### config.mk
export PLATFORM = sky130hd
export DESIGN_NAME = skl_seq
export DESIGN_NICKNAME = d
export VERILOG_FILES = /design/src/hw/rtl/skl_pkg.sv /design/src/hw/rtl/skl_seq.sv
export SDC_FILE = /design/constraint.sdc
export NUM_CORES = 1
export LEC_CHECK = 0
export BUFFER_PORTS_ARGS = -buffer_cell sky130_fd_sc_hd__buf_2
export CORE_UTILIZATION = 50
export DETAILED_ROUTE_END_ITERATION = 7
export GPL_TIMING_DRIVEN = 0
export MAX_ROUTING_LAYER = met4
export PLACE_DENSITY = 0.78
export RECOVER_POWER = 100
export SYNTH_ARGS = -nofsm -noshare
export SYNTH_HDL_FRONTEND = slang
export SYNTH_SLANG_ARGS = --single-unit
### constraint.sdc
create_clock -name clk -period 3.9 [get_ports clk]
set_input_delay 0.195 -clock clk [delete_from_list [all_inputs] [get_ports clk]]
set_output_delay 0.195 -clock clk [all_outputs]
set_load 0.005 [all_outputs]
### src/hw/rtl/skl_pkg.sv
`timescale 1ns / 1ps

package skl_pkg;

  localparam int CAPACITY = 256;
  localparam int ADDR_W   = $clog2(CAPACITY);
  localparam int CNT_W    = $clog2(CAPACITY + 1);
  localparam int KEY_W    = 32;
  localparam int SCORE_W  = 7;
  localparam int MAX_SCORE = 100;

  typedef enum logic {
    OP_STORE  = 1'b0,
    OP_LOOKUP = 1'b1
  } op_t;

  typedef enum logic [1:0] {
    ST_STORED    = 2'd0,
    ST_FULL      = 2'd1,
    ST_FOUND     = 2'd2,
    ST_NOT_FOUND = 2'd3
  } status_t;

  typedef enum logic [2:0] {
    S_IDLE,
    S_SHIFT,
    S_PLACE,
    S_PROBE,
    S_CMP
  } seq_state_t;

  typedef struct packed {
    logic [KEY_W-1:0]   key;
    logic [SCORE_W-1:0] score;
  } rec_t;

  typedef struct packed {
    logic              we;
    logic [ADDR_W-1:0] waddr;
    rec_t              wdata;
    logic [ADDR_W-1:0] raddr;
  } mem_req_t;

  typedef struct packed {
    status_t            status;
    logic [KEY_W-1:0]   key;
    logic [SCORE_W-1:0] score;
  } result_t;

  function automatic logic [SCORE_W-1:0] clamp_score(input logic signed [31:0] s);
    logic [SCORE_W-1:0] r;
    if (s < 0) begin
      r = '0;
    end else if (s > MAX_SCORE) begin
      r = SCORE_W'(MAX_SCORE);
    end else begin
      r = s[SCORE_W-1:0];
    end
    return r;
  endfunction

endpackage

### src/hw/rtl/skl_seq.sv
`timescale 1ns / 1ps

module skl_seq (
  input  logic                          clk,
  input  logic                          rst_n,
  input  logic                          in_valid,
  output logic                          in_ready,
  input  skl_pkg::op_t                  in_op,
  input  logic [skl_pkg::KEY_W-1:0]     in_key,
  input  logic [31:0]                   in_score_raw,
  input  logic                          out_free,
  output logic                          res_valid,
  output skl_pkg::result_t              res,
  output skl_pkg::mem_req_t             mem_req,
  input  skl_pkg::rec_t                 rd_data
);

  skl_pkg::seq_state_t                state_r, state_nxt;
  logic [skl_pkg::CNT_W-1:0]          count_r, count_nxt;
  logic [skl_pkg::ADDR_W-1:0]         idx_r, idx_nxt;
  logic [skl_pkg::CNT_W-1:0]          lo_r, lo_nxt;
  logic [skl_pkg::CNT_W-1:0]          hip1_r, hip1_nxt;
  logic [skl_pkg::ADDR_W-1:0]         mid_r, mid_nxt;
  logic [skl_pkg::KEY_W-1:0]          key_r, key_nxt;
  logic [skl_pkg::SCORE_W-1:0]        score_r, score_nxt;
  logic [skl_pkg::CNT_W-1:0]          span;
  logic [skl_pkg::CNT_W-1:0]          mid_full;

  always_ff @(posedge clk) begin
    if (!rst_n) begin
      state_r <= skl_pkg::S_IDLE;
      count_r <= '0;
    end else begin
      state_r <= state_nxt;
      count_r <= count_nxt;
    end
    idx_r   <= idx_nxt;
    lo_r    <= lo_nxt;
    hip1_r  <= hip1_nxt;
    mid_r   <= mid_nxt;
    key_r   <= key_nxt;
    score_r <= score_nxt;
  end

  assign span     = hip1_r - lo_r - skl_pkg::CNT_W'(1);
  assign mid_full = lo_r + (span >> 1);

  always_comb begin
    state_nxt     = state_r;
    count_nxt     = count_r;
    idx_nxt       = idx_r;
    lo_nxt        = lo_r;
    hip1_nxt      = hip1_r;
    mid_nxt       = mid_r;
    key_nxt       = key_r;
    score_nxt     = score_r;
    in_ready      = 1'b0;
    res_valid     = 1'b0;
    res.status    = skl_pkg::ST_STORED;
    res.key       = '0;
    res.score     = '0;
    mem_req.we    = 1'b0;
    mem_req.waddr = idx_r;
    mem_req.wdata = '{key: key_r, score: score_r};
    mem_req.raddr = idx_r - skl_pkg::ADDR_W'(2);

    case (state_r)
      skl_pkg::S_IDLE: begin
        in_ready = out_free;
        if (in_valid && out_free) begin
          key_nxt   = in_key;
          score_nxt = skl_pkg::clamp_score(in_score_raw);
          if (in_op == skl_pkg::OP_LOOKUP) begin
            lo_nxt    = '0;
            hip1_nxt  = count_r;
            state_nxt = skl_pkg::S_PROBE;
          end else if (count_r == skl_pkg::CNT_W'(skl_pkg::CAPACITY)) begin
            res_valid  = 1'b1;
            res.status = skl_pkg::ST_FULL;
          end else if (count_r == '0) begin
            idx_nxt   = '0;
            state_nxt = skl_pkg::S_PLACE;
          end else begin
            idx_nxt       = count_r[skl_pkg::ADDR_W-1:0];
            mem_req.raddr = count_r[skl_pkg::ADDR_W-1:0] - skl_pkg::ADDR_W'(1);
            state_nxt     = skl_pkg::S_SHIFT;
          end
        end
      end

      skl_pkg::S_SHIFT: begin
        mem_req.we = 1'b1;
        if ($signed(rd_data.key) > $signed(key_r)) begin
          mem_req.wdata = rd_data;
          idx_nxt       = idx_r - skl_pkg::ADDR_W'(1);
          if (idx_r == skl_pkg::ADDR_W'(1)) begin
            state_nxt = skl_pkg::S_PLACE;
          end
        end else begin
          count_nxt = count_r + skl_pkg::CNT_W'(1);
          res_valid = 1'b1;
          state_nxt = skl_pkg::S_IDLE;
        end
      end

      skl_pkg::S_PLACE: begin
        mem_req.we = 1'b1;
        count_nxt  = count_r + skl_pkg::CNT_W'(1);
        res_valid  = 1'b1;
        state_nxt  = skl_pkg::S_IDLE;
      end

      skl_pkg::S_PROBE: begin
        if (lo_r < hip1_r) begin
          mid_nxt       = mid_full[skl_pkg::ADDR_W-1:0];
          mem_req.raddr = mid_full[skl_pkg::ADDR_W-1:0];
          state_nxt     = skl_pkg::S_CMP;
        end else begin
          res_valid  = 1'b1;
          res.status = skl_pkg::ST_NOT_FOUND;
          state_nxt  = skl_pkg::S_IDLE;
        end
      end

      skl_pkg::S_CMP: begin
        if (rd_data.key == key_r) begin
          res_valid  = 1'b1;
          res.status = skl_pkg::ST_FOUND;
          res.key    = rd_data.key;
          res.score  = rd_data.score;
          state_nxt  = skl_pkg::S_IDLE;
        end else begin
          if ($signed(rd_data.key) < $signed(key_r)) begin
            lo_nxt = {1'b0, mid_r} + skl_pkg::CNT_W'(1);
          end else begin
            hip1_nxt = {1'b0, mid_r};
          end
          state_nxt = skl_pkg::S_PROBE;
        end
      end

      default: begin
        state_nxt = skl_pkg::S_IDLE;
      end
    endcase
  end

endmodule

==> out/qor.txt, run 1 <==
status: finished clean
via count: 5709
CP max FO: 3
layout cells sized above 1: 31.8%
Syn Inst Count: 666
Via density: 5.36
root buf cell: clkbuf_16
Mapped Avg Cell Area: 9.73 um2
Logic pwr share: 27.2%
boundary pin count: 207
number of synthesized flops with an enable pin: 73
WP data arrival: 3.58 ns
worst vdd ir: 0.243 mV
Clk network pwr share: 36.2%
crit path buf inv count: 2
# H-tree levels: 3
Hold Crit Depth: 1
WL met1: 6.95 mm
Slew @ Worst Pin: 0.955 ns
Routed Antenna Nets: 0
# hold bufs at CTS: 0
Max Root-Sink Buffers: 2
gr usage total: 27.2%
Hold Violations, Final: 0
CTS tree: built
DR WL/cell: 16.4 um
P_sw: 844 uW
CP peak stage delay: 0.41 ns
Synth Flop Type: edfxtp_1
worst clock skew: 0.00823 ns
met2 WL post-DR: 8.89 mm
CP cell instances: inv_2 > ha_1 > and3b_1 > o21ai_2 > a21boi_1 > o21a_1 > nor2_2 > xnor2_1 > ha_1 > o21a_1 > o41ai_2 > xnor2_1 > xnor2_1 > a21o_1 > buf_2
first drt pass iteration count: 5
FF+latch count, synth: 85
min cycle time layout: 3.77 ns
pre-CTS setup slack: 0.182 ns
clock sink count: 85
WL final: 17.5 mm
asr flop ratio synth: 0%
Mapped Area: 6480 um2
final RePlAce weighted congestion: 0.960
Sw Share: 27.6%
Setup crit start kind: flop
DR iter-0 viols: 327
Die H: 116 um
number of cell rows: 41
Placeable Area: 12600 um2
min setup slack post-route: 0.127 ns
Num CTS Buffers: 9
post-synthesis sequential area ratio: 37.5%
Cell Int Power: 2.21 mW
Final Util: 64.9%
Met3 Wirelength: 1.07 mm
synth unique cells: 60
Hold Startpoint: in_key[19]
Worst-Skew Late Latency: 0.34 ns
Mapped Nets: 837
Final setup viols: 0
Reg2Reg Capture Point: lo_r[0]$_SDFFCE_PN0P_
crit end category: output port
hpwl dp: 13.8 mm
PwrDens: 373 nW/um2
total die area: 13400 um2
port bufs: 206
reg-to-reg slack, setup: 0.46 ns
worst-case reg-to-reg path depth: 9
grt ovf: 0
Seq pwr share: 36.6%
synthesis-to-finish area growth: 26.4%
Pleak: 4.08 nW
Rel. slew slack: 36.4%
CP top delay family: compound AO/OA/AOI/OAI gates
Clk pin slew, worst setup/hold paths: 0.07 ns
initial antenna violation count: 0
CP Class: reg2out
min-delay worst type: in2reg
Hold EP: key_r[19]$_DFFE_PP_
pin count of the biggest net entering global routing: 35
post-layout net count: 1059
max-cap viol count: 0
R2R Path Start: key_r[30]$_DFFE_PP_
DR top layer: met4
Ys Warns: 0
CP required: 3.70 ns
vias in the first global route: 5486
Die Span X: 116 um
crit path max-delay cell type: edfxtp_1
fmax: 265 MHz
RSZ-0062 raised after global routing: yes
Worst path most repeated cell: xnor2_1
Slew Limit Fails: 0
DRC viols: 0
initial core utilization: 51.3%
fin crit share: 96.8%
first-pass GRT wire length: 26.8 mm
final cells by class:
cell class                 instances  area, um2
timing repair buffer             211       1080
multi-input combinational        490       3690
tap                              172        215
buffer                            26        143
sequential                        85       2430
antenna                            1       2.50
clock inverter                     7        161
inverter                          65        244
clock buffer                       9        225
fill                            1092       4430
cells by family after synthesis:
group	count (synthesis)	synth area share [%]
and+or+nand+nor	247	19.7
AOI/OAI and AO/OA	102	10.2
buffers and inverters	91	5.97
DFF	85	37.5
adders and majority gates	63	12.4
muxes	44	9.62
xor gates and xnor gates	34	4.60
power groups by stage:
stage | sequential, mW | combinational [mW] | clock [mW]
2_1_floorplan | 1.12 | 0.523 | 0
3_3_place_gp | 1.14 | 0.797 | 0
3_5_place_dp | 1.14 | 0.816 | 0
4_1_cts | 1.12 | 0.827 | 1.12
5_1_grt | 1.12 | 0.920 | 1.16
6_report | 1.12 | 0.832 | 1.11
registers in the layout (all words and copies together) (netlist names):
name,flops
idx_r,8
hip1_r,9
count_r,9
key_r,32
state_r,3
mid_r,8
lo_r,9
score_r,7
how the worst max path moves through the flow:
stage	end	cells past startpoint	slack, ns	startpoint
floorplan	mem_req[7]	15	0.79	lo_r[1]$_SDFFCE_PN0P_
global placement	mem_req[7]	16	0.25	lo_r[1]$_SDFFCE_PN0P_
detailed placement	mem_req[7]	16	0.18	lo_r[1]$_SDFFCE_PN0P_
CTS	mem_req[7]	16	0.02	lo_r[1]$_SDFFCE_PN0P_
global route	mem_req[7]	14	-0.04	lo_r[1]$_SDFFCE_PN0P_
finish	mem_req[7]	15	0.13	lo_r[1]$_SDFFCE_PN0P_
worst reg2reg max path: stages (launching register included):
cell	delay (ns)
edfxtp_1	0.37
inv_1	0.06
ha_1	0.31
nand4_1	0.17
nor4_1	0.40
and4_2	0.34
o31ai_2	0.11
and3_4	0.22
or3_1	0.32
a21oi_1	0.77
layer usage:
metal / GRT usage [%] / up-vias
met1: 31.7 / 2632
met5: - / -
met2: 46.5 / 223
met4: 11.0 / 0
li1: - / 2816
met3: 4.65 / 38
metrics by stage:
stage               cells  setup TNS [ns]  hold WS (ns)  instance area, um2  power (mW)
CTS                  1062               0        0.0138                8150        3.06
floorplan             666               0         0.294                6480        1.65
global route         1065         -0.0450       0.00791                8190        3.20
global placement     1044               0         0.371                7720        1.93
finish               1066               0        0.0216                8190        3.06
detailed placement   1045               0         0.373                7750        1.95
cell usage in the layout (no fill, tap or decap), types with 4 or more instances in the layout:
cell / count
nor4_1: 9
edfxtp_1: 73
nand2b_1: 13
a21oi_1: 26
and2_1: 8
a21o_1: 8
xnor2_1: 24
o21a_1: 4
or3_1: 5
dfxtp_1: 12
clkbuf_1: 24
mux2i_1: 6
inv_1: 63
bufinv_16: 5
and3_1: 45
nand2_1: 76
nor2b_1: 7
buf_8: 4
xor2_1: 10
nand3_1: 13
ha_1: 60
mux2_4: 36
buf_2: 203
buf_4: 4
o21ai_0: 29
nor3_1: 12
clkbuf_16: 9
nor2_1: 31
nand4_1: 9
and2_0: 4
synthesized netlist by cell type (all sizes together) (2+ instances only):
| cell type | instances | area share [%] |
|---|---|---|
| nand2 | 76 | 4.4 |
| o21a | 4 | 0.46 |
| o31ai | 2 | 0.31 |
| mux2i | 6 | 0.93 |
| a22oi | 2 | 0.23 |
| mux2 | 38 | 8.7 |
| a31oi | 3 | 0.29 |
| a21oi | 28 | 2.2 |
| nor4 | 9 | 0.87 |
| a21o | 8 | 0.93 |
| o221ai | 2 | 0.27 |
| nand4 | 9 | 0.87 |
| clkbuf | 21 | 1.2 |
| and2 | 12 | 1.2 |
| nor2 | 33 | 2.0 |
| xor2 | 10 | 1.4 |
| buf | 5 | 0.98 |
| or3 | 5 | 0.48 |
| o22ai | 3 | 0.29 |
| o21ai | 32 | 2.5 |
| nand2b | 14 | 1.4 |
| dfxtp | 12 | 3.7 |
| and3 | 46 | 4.5 |
| xnor2 | 24 | 3.2 |
| nor2b | 7 | 0.68 |
| fa | 2 | 0.62 |
| o211ai | 4 | 0.68 |
| ha | 61 | 12 |
| nand3 | 13 | 1.0 |
| a21boi | 5 | 0.64 |
| a221o | 3 | 0.46 |
| edfxtp | 73 | 34 |
| inv | 64 | 3.7 |
| and4 | 3 | 0.42 |
| nor3 | 12 | 0.93 |
repair_timing:
| item | 4_1_cts | 5_1_grt |
|---|---|---|
| pin swaps | 1 | 9 |
| resized for setup | 1 | 12 |
| endpoints found under the setup margin | 1 | 2 |
| buffers inserted | 1 | 3 |
Power figures use the tool's default switching activity.
==> run 2: changes to the inputs <==
Settings changed: ABC_AREA set to 1.
==> run 2 against run 1 <==
Against the previous run:
- combinational power rose to 2.5 times the previous value
- hold slack got worse by 0.0035 ns
- final cell count grew 17%
- fmax is 3.4% higher
- synthesized area fell by 0.33%
- clock power is 17% lower
- total power up 41%
- wire length fell by 4.5%
- worst setup slack improved by 0.12 ns
- register-to-register slack better by 0.25 ns
- synthesized cell count is 27% higher
- largest power group is now combinational cells
- highest routed layer unchanged
==> out/qor.txt, run 2 <==
fin crit share: 93.6%
Biggest register: key_r
Hold WS: 0.0181 ns
Mapped Nets: 1020
DR iter-0 viols: 422
CTS tree: built
Sw Share: 39.8%
WL final: 16.7 mm
initial antenna violation count: 1
Logic pwr share: 48.3%
boundary pin count: 207
Max Root-Sink Buffers: 2
CP top delay family: compound AO/OA/AOI/OAI gates
Via density: 5.00
grt ovf: 0
# hold bufs at CTS: 0
CP max FO: 6
via count: 6246
Die H: 116 um
Clk pin slew, worst setup/hold paths: 0.06 ns
Levels on crit path: 17
clock sink count: 85
area fraction of the dominant cell type after synthesis: 33.9%
Final Util: 64.2%
reg-to-reg slack, setup: 0.71 ns
Ys Warns: 0
number of cell rows: 41
final RePlAce weighted congestion: 0.927
layout cells sized above 1: 23.0%
Placeable Area: 12600 um2
initial core utilization: 51.2%
min cycle time layout: 3.65 ns
asr flop ratio synth: 0%
Cell Int Power: 2.59 mW
first-pass GRT wire length: 26.2 mm
Clk network pwr share: 21.3%
Seq pwr share: 30.4%
first drt pass iteration count: 7
Synth area leaders: edfxtp_1, ha_1, inv_1
Post-synth top cells: inv_1, nand2_1, nor2_1, edfxtp_1, o21ai_0
total die area: 13400 um2
placed inst area: 7740 um2
Finished Cell Area: 8100 um2
Mapped Avg Cell Area: 7.61 um2
CP cell instances: ha_4 > nand2_1 > o21ai_2 > a21oi_2 > o21bai_2 > buf_4 > buf_4 > xor2_1 > inv_1 > ha_1 > a21oi_1 > o211ai_1 > xnor2_1 > or2_2 > nand3_1 > nand3_2 > buf_2
worst-case reg-to-reg path depth: 15
most common cell in the netlist: inv_1
Syn Inst Count: 849
FF+latch count, synth: 85
Num CTS Buffers: 9
hpwl dp: 13.5 mm
DR WL/cell: 13.4 um
Worst path most repeated cell: buf_4
post-synthesis sequential area ratio: 37.7%
status: finished clean
commonest cells after routing, fill and taps aside: buf_2, inv_1, nand2_1
fmax: 274 MHz
port bufs: 206
synth unique cells: 38
Worst-Skew Late Latency: 0.35 ns
Mapped Area: 6460 um2
CP required: 3.70 ns
Final setup viols: 0
multi-input combinational cell area: 3350 um2
Slew @ Worst Pin: 1.33 ns
Slew Limit Fails: 0
min-delay worst type: in2reg
# H-tree levels: 3
post-synth top area cell: edfxtp_1
number of synthesized flops with an enable pin: 73
synthesis-to-finish area growth: 25.4%
Reg2Reg Capture Point: mid_r[7]$_DFFE_PP_
Pleak: 4.23 nW
Setup crit start kind: flop
crit end category: output port
max-cap viol count: 0
Seq. cell area: 2430 um2
DRC viols: 0
Overall Power: 4.31 mW
CP Class: reg2out
Fillers: 1158
setup_tns: 0 ns
Rel. slew slack: 10.1%
PwrDens: 532 nW/um2
gr usage total: 26.1%
post-layout net count: 1242
Hold Violations, Final: 0
crit path max-delay cell type: edfxtp_1
R2R Path Start: hip1_r[2]$_DFFE_PP_
root buf cell: clkbuf_16
Worst Setup SP: hip1_r[2]$_DFFE_PP_
Routed Antenna Nets: 0
worst setup path end: mem_req[7]
most common cell after layout, fill and taps aside: buf_2
P_sw: 1.71 mW
WP data arrival: 3.46 ns
vias in the first global route: 5715
worst clock skew: 0.00579 ns
worst vdd ir: 0.233 mV
crit path buf inv count: 4
CP peak stage delay: 0.46 ns
Die Span X: 116 um
max reg flops: 32
Synth Flop Type: edfxtp_1
pin count of the biggest net entering global routing: 24
run 2: power groups by stage:
stage	Clock, mW	Sequential, mW	Combinational (mW)
floorplan	0	1.30	1.39
global placement	0	1.32	1.96
detailed placement	0	1.32	2.00
CTS	0.931	1.31	2.02
global route	0.967	1.33	2.36
finish	0.919	1.31	2.08
run 2: how the worst min path moves through the flow:
| stage | start | endpoint | slack (ns) | cells after the start |
|---|---|---|---|---|
| final | in_key[3] | key_r[3]$_DFFE_PP_ | 0.02 | 1 |
| after floorplan | rst_n | state_r[0]$_SDFFE_PN0P_ | 0.29 | 2 |
| after global placement | in_key[26] | key_r[26]$_DFFE_PP_ | 0.37 | 1 |
| after detailed placement | in_key[3] | key_r[3]$_DFFE_PP_ | 0.37 | 1 |
| after CTS | in_key[3] | key_r[3]$_DFFE_PP_ | 0.01 | 1 |
| after global routing | in_key[15] | key_r[15]$_DFFE_PP_ | 0.01 | 1 |
run 2: repair_timing:
item / in CTS / in global routing
pin swaps: 0 / 5
setup buffers: 0 / 4
setup endpoints to repair: 1 / 1
hold endpoints to repair: 0 / 0
resized for setup: 1 / 15
run 2: kinds of logic after synthesis:
family / share of synthesized area (%)
AOI/OAI and AO/OA: 11.9
buffers and inverters: 11.1
DFF: 37.7
xor gates and xnor gates: 4.75
and+or+nand+nor: 22.1
adders and majority gates: 12.4
run 2: layout make-up:
cell class / instances / area share [%]
Sequential cell: 85 / 30.0
Tap cell: 172 / 2.66
Antenna cell: 1 / 0.0309
Clock inverter: 7 / 1.11
Multi-Input combinational cell: 578 / 41.3
Timing Repair Buffer: 211 / 13.3
Buffer: 19 / 1.00
Inverter: 167 / 7.74
Clock buffer: 9 / 2.78
run 2: per-layer routing:
| layer | wire (um) | GRT usage (%) |
|---|---|---|
| met5 | 0 | - |
| met4 | 469 | 11.5 |
| met3 | 900 | 2.67 |
| met2 | 8240 | 46.2 |
| met1 | 7070 | 29.9 |
run 2: stage by stage:
stage	setup slack (ns)	cells
after floorplan	0.377	849
after global placement	-1.20	1227
after detailed placement	0.340	1228
after CTS	0.0460	1244
after global routing	-0.0136	1249
final	0.249	1249
==> run 3: changes to the inputs <==
Settings changed: CAP_MARGIN set to 20, CORE_UTILIZATION 50 to 47, PLACE_DENSITY 0.78 to 0.77.
Clock period 3.9 ns to 3.3 ns, I/O delays scaled along.
==> run 3 against run 2 <==
Against the previous run:
- the run now ends with setup timing left
- non-clock buffer count is 41 higher
- total power up 31%
- cell area up 6.5%
- largest power group unchanged
==> out/qor.txt, run 3 (synthesized netlist as in run 2, its figures left out) <==
number of cell rows: 42
Placeable Area: 13300 um2
CP Class: reg2out
min cycle time layout: 3.44 ns
Seq pwr share: 27.5%
max reg flops: 32
DR WL/cell: 14.0 um
RSZ-0062 raised after global routing: yes
CP max FO: 4
boundary pin count: 207
Slew @ Worst Pin: 1.34 ns
DR iter-0 viols: 431
Final setup viols: 1
Ant. Diodes: 0
vias in the first global route: 6177
worst clock skew: 0.00481 ns
gr usage total: 26.3%
Clk network pwr share: 19.7%
WL met1: 7.78 mm
Setup crit start kind: flop
grt ovf: 0
initial antenna violation count: 0
CP cell instances: ha_4 > nand2_2 > o21ai_2 > a21oi_2 > o21bai_1 > nand2_1 > nand2_1 > a21oi_2 > xnor2_1 > ha_1 > nand2_2 > inv_2 > nand4_1 > o211ai_1 > xnor2_1 > or2_4 > nand3_2 > nand3_2 > buf_2
Sw Share: 39.2%
min setup slack post-route: -0.142 ns
root buf cell: clkbuf_16
DRC viols: 0
final RePlAce weighted congestion: 0.938
clock sink count: 85
Logic pwr share: 52.8%
# H-tree levels: 3
Clk pin slew, worst setup/hold paths: 0.06 ns
initial core utilization: 48.6%
Cell Int Power: 3.43 mW
most common cell after layout, fill and taps aside: buf_2
P_sw: 2.21 mW
post-layout net count: 1283
layout cells sized above 1: 25.0%
min-delay worst type: in2reg
DR top layer: met4
total die area: 14200 um2
via count: 6497
max-cap viol count: 0
pre-CTS setup slack: -0.142 ns
failing checks: setup timing
Routed Antenna Nets: 0
Fillers: 1147
status: finished, violations left
PwrDens: 653 nW/um2
Biggest register: key_r
synthesis-to-finish area growth: 33.6%
first-pass GRT wire length: 28.8 mm
Overall Power: 5.63 mW
crit end category: output port
Hold WS: 0.0438 ns
Met3 Wirelength: 778 um
CP peak stage delay: 0.45 ns
Pleak: 4.45 nW
Via density: 5.02
worst vdd ir: 0.313 mV
met2 WL post-DR: 9.08 mm
setup_tns: -0.142 ns
Rel. slew slack: 9.85%
first drt pass iteration count: 5
CP required: 3.13 ns
Slew Limit Fails: 0
WL final: 18.1 mm
port bufs: 206
fmax: 291 MHz
pin count of the biggest net entering global routing: 32
CTS tree: built
Worst-Skew Late Latency: 0.34 ns
Num CTS Buffers: 9
fin crit share: 104%
crit path max-delay cell type: edfxtp_1
WP data arrival: 3.28 ns
commonest cells after routing, fill and taps aside: buf_2, inv_1, nand2_1
Max Root-Sink Buffers: 2
Die Span X: 119 um
hpwl dp: 13.8 mm
Die H: 119 um
Hold Violations, Final: 0
-- run 3: changes by cell type in the layout (fill, tap and decap cells not counted), moves of 4 or more --
cell and delta:
dlygate4sd3_1 +31, ha_4 +4, ha_1 -4, nand2_1 -4
buf_4 +8
-- run 3: path summary, 6_finish.rpt --
kind                           start                      end  slack (ns)  cells past startpoint
max reg2reg      hip1_r[2]$_DFFE_PP_       mid_r[7]$_DFFE_PP_        0.26                     17
min reg2reg  count_r[0]$_SDFFE_PN0P_  count_r[0]$_SDFFE_PN0P_        0.53                      2
max              hip1_r[2]$_DFFE_PP_               mem_req[7]       -0.14                     19
min                        in_key[0]       key_r[0]$_DFFE_PP_        0.04                      1
-- run 3: routing by layer --
layer,vias up,global-route usage (%)
met1,2979,31.3
met4,0,9.34
met3,36,3.69
met5,-,-
li1,3274,-
met2,208,45.4
-- run 3: what timing repair did --
| action | CTS | global route |
|---|---|---|
| hold buffers | 30 | 1 |
| pin swaps | 17 | 21 |
| endpoints found under the hold margin | 30 | 1 |
| resized for setup | 19 | 21 |
| setup endpoints to repair | 5 | 7 |
| buffers inserted | 10 | 3 |
-- run 3: worst max-delay path, delay by kind of cell, from the launching register on --
family	cells	cell delay [ns]
AO/OA/AOI/OAI	5	0.57
XOR/XNOR	2	0.29
adder cells (fa/ha/maj)	2	0.65
buffers and inverters	2	0.16
flip-flops	1	0.45
AND/OR/NAND/NOR	8	0.82
-- run 3: cell type report --
type / instances / area, um2 / share of cell area [%]
multi-input cells: 578 / 3480 / 40.3
flip-flops and latches: 85 / 2430 / 28.2
repair buffers: 252 / 1450 / 16.8
inverters: 167 / 627 / 7.27
clock buffers: 13 / 260 / 3.02
well taps: 176 / 220 / 2.55
plain buffers: 19 / 88.8 / 1.03
clock inverters: 3 / 67.6 / 0.783
-- run 3: power by group through the flow --
stage	clock network [mW]	logic, mW	registers [mW]
finish	1.11	2.97	1.55
global route	1.18	3.30	1.57
floorplan	0	1.64	1.54
global placement	0	2.32	1.56
detailed placement	0	2.37	1.56
CTS	1.13	2.62	1.54
-- run 3: stage by stage --
stage	instances	utilization, %	cell area, um2
after floorplan	849	-	6460
after global placement	1231	58.0	7710
after detailed placement	1233	58.2	7740
after CTS	1289	63.9	8500
after global routing	1293	64.9	8620
final	1293	64.9	8620
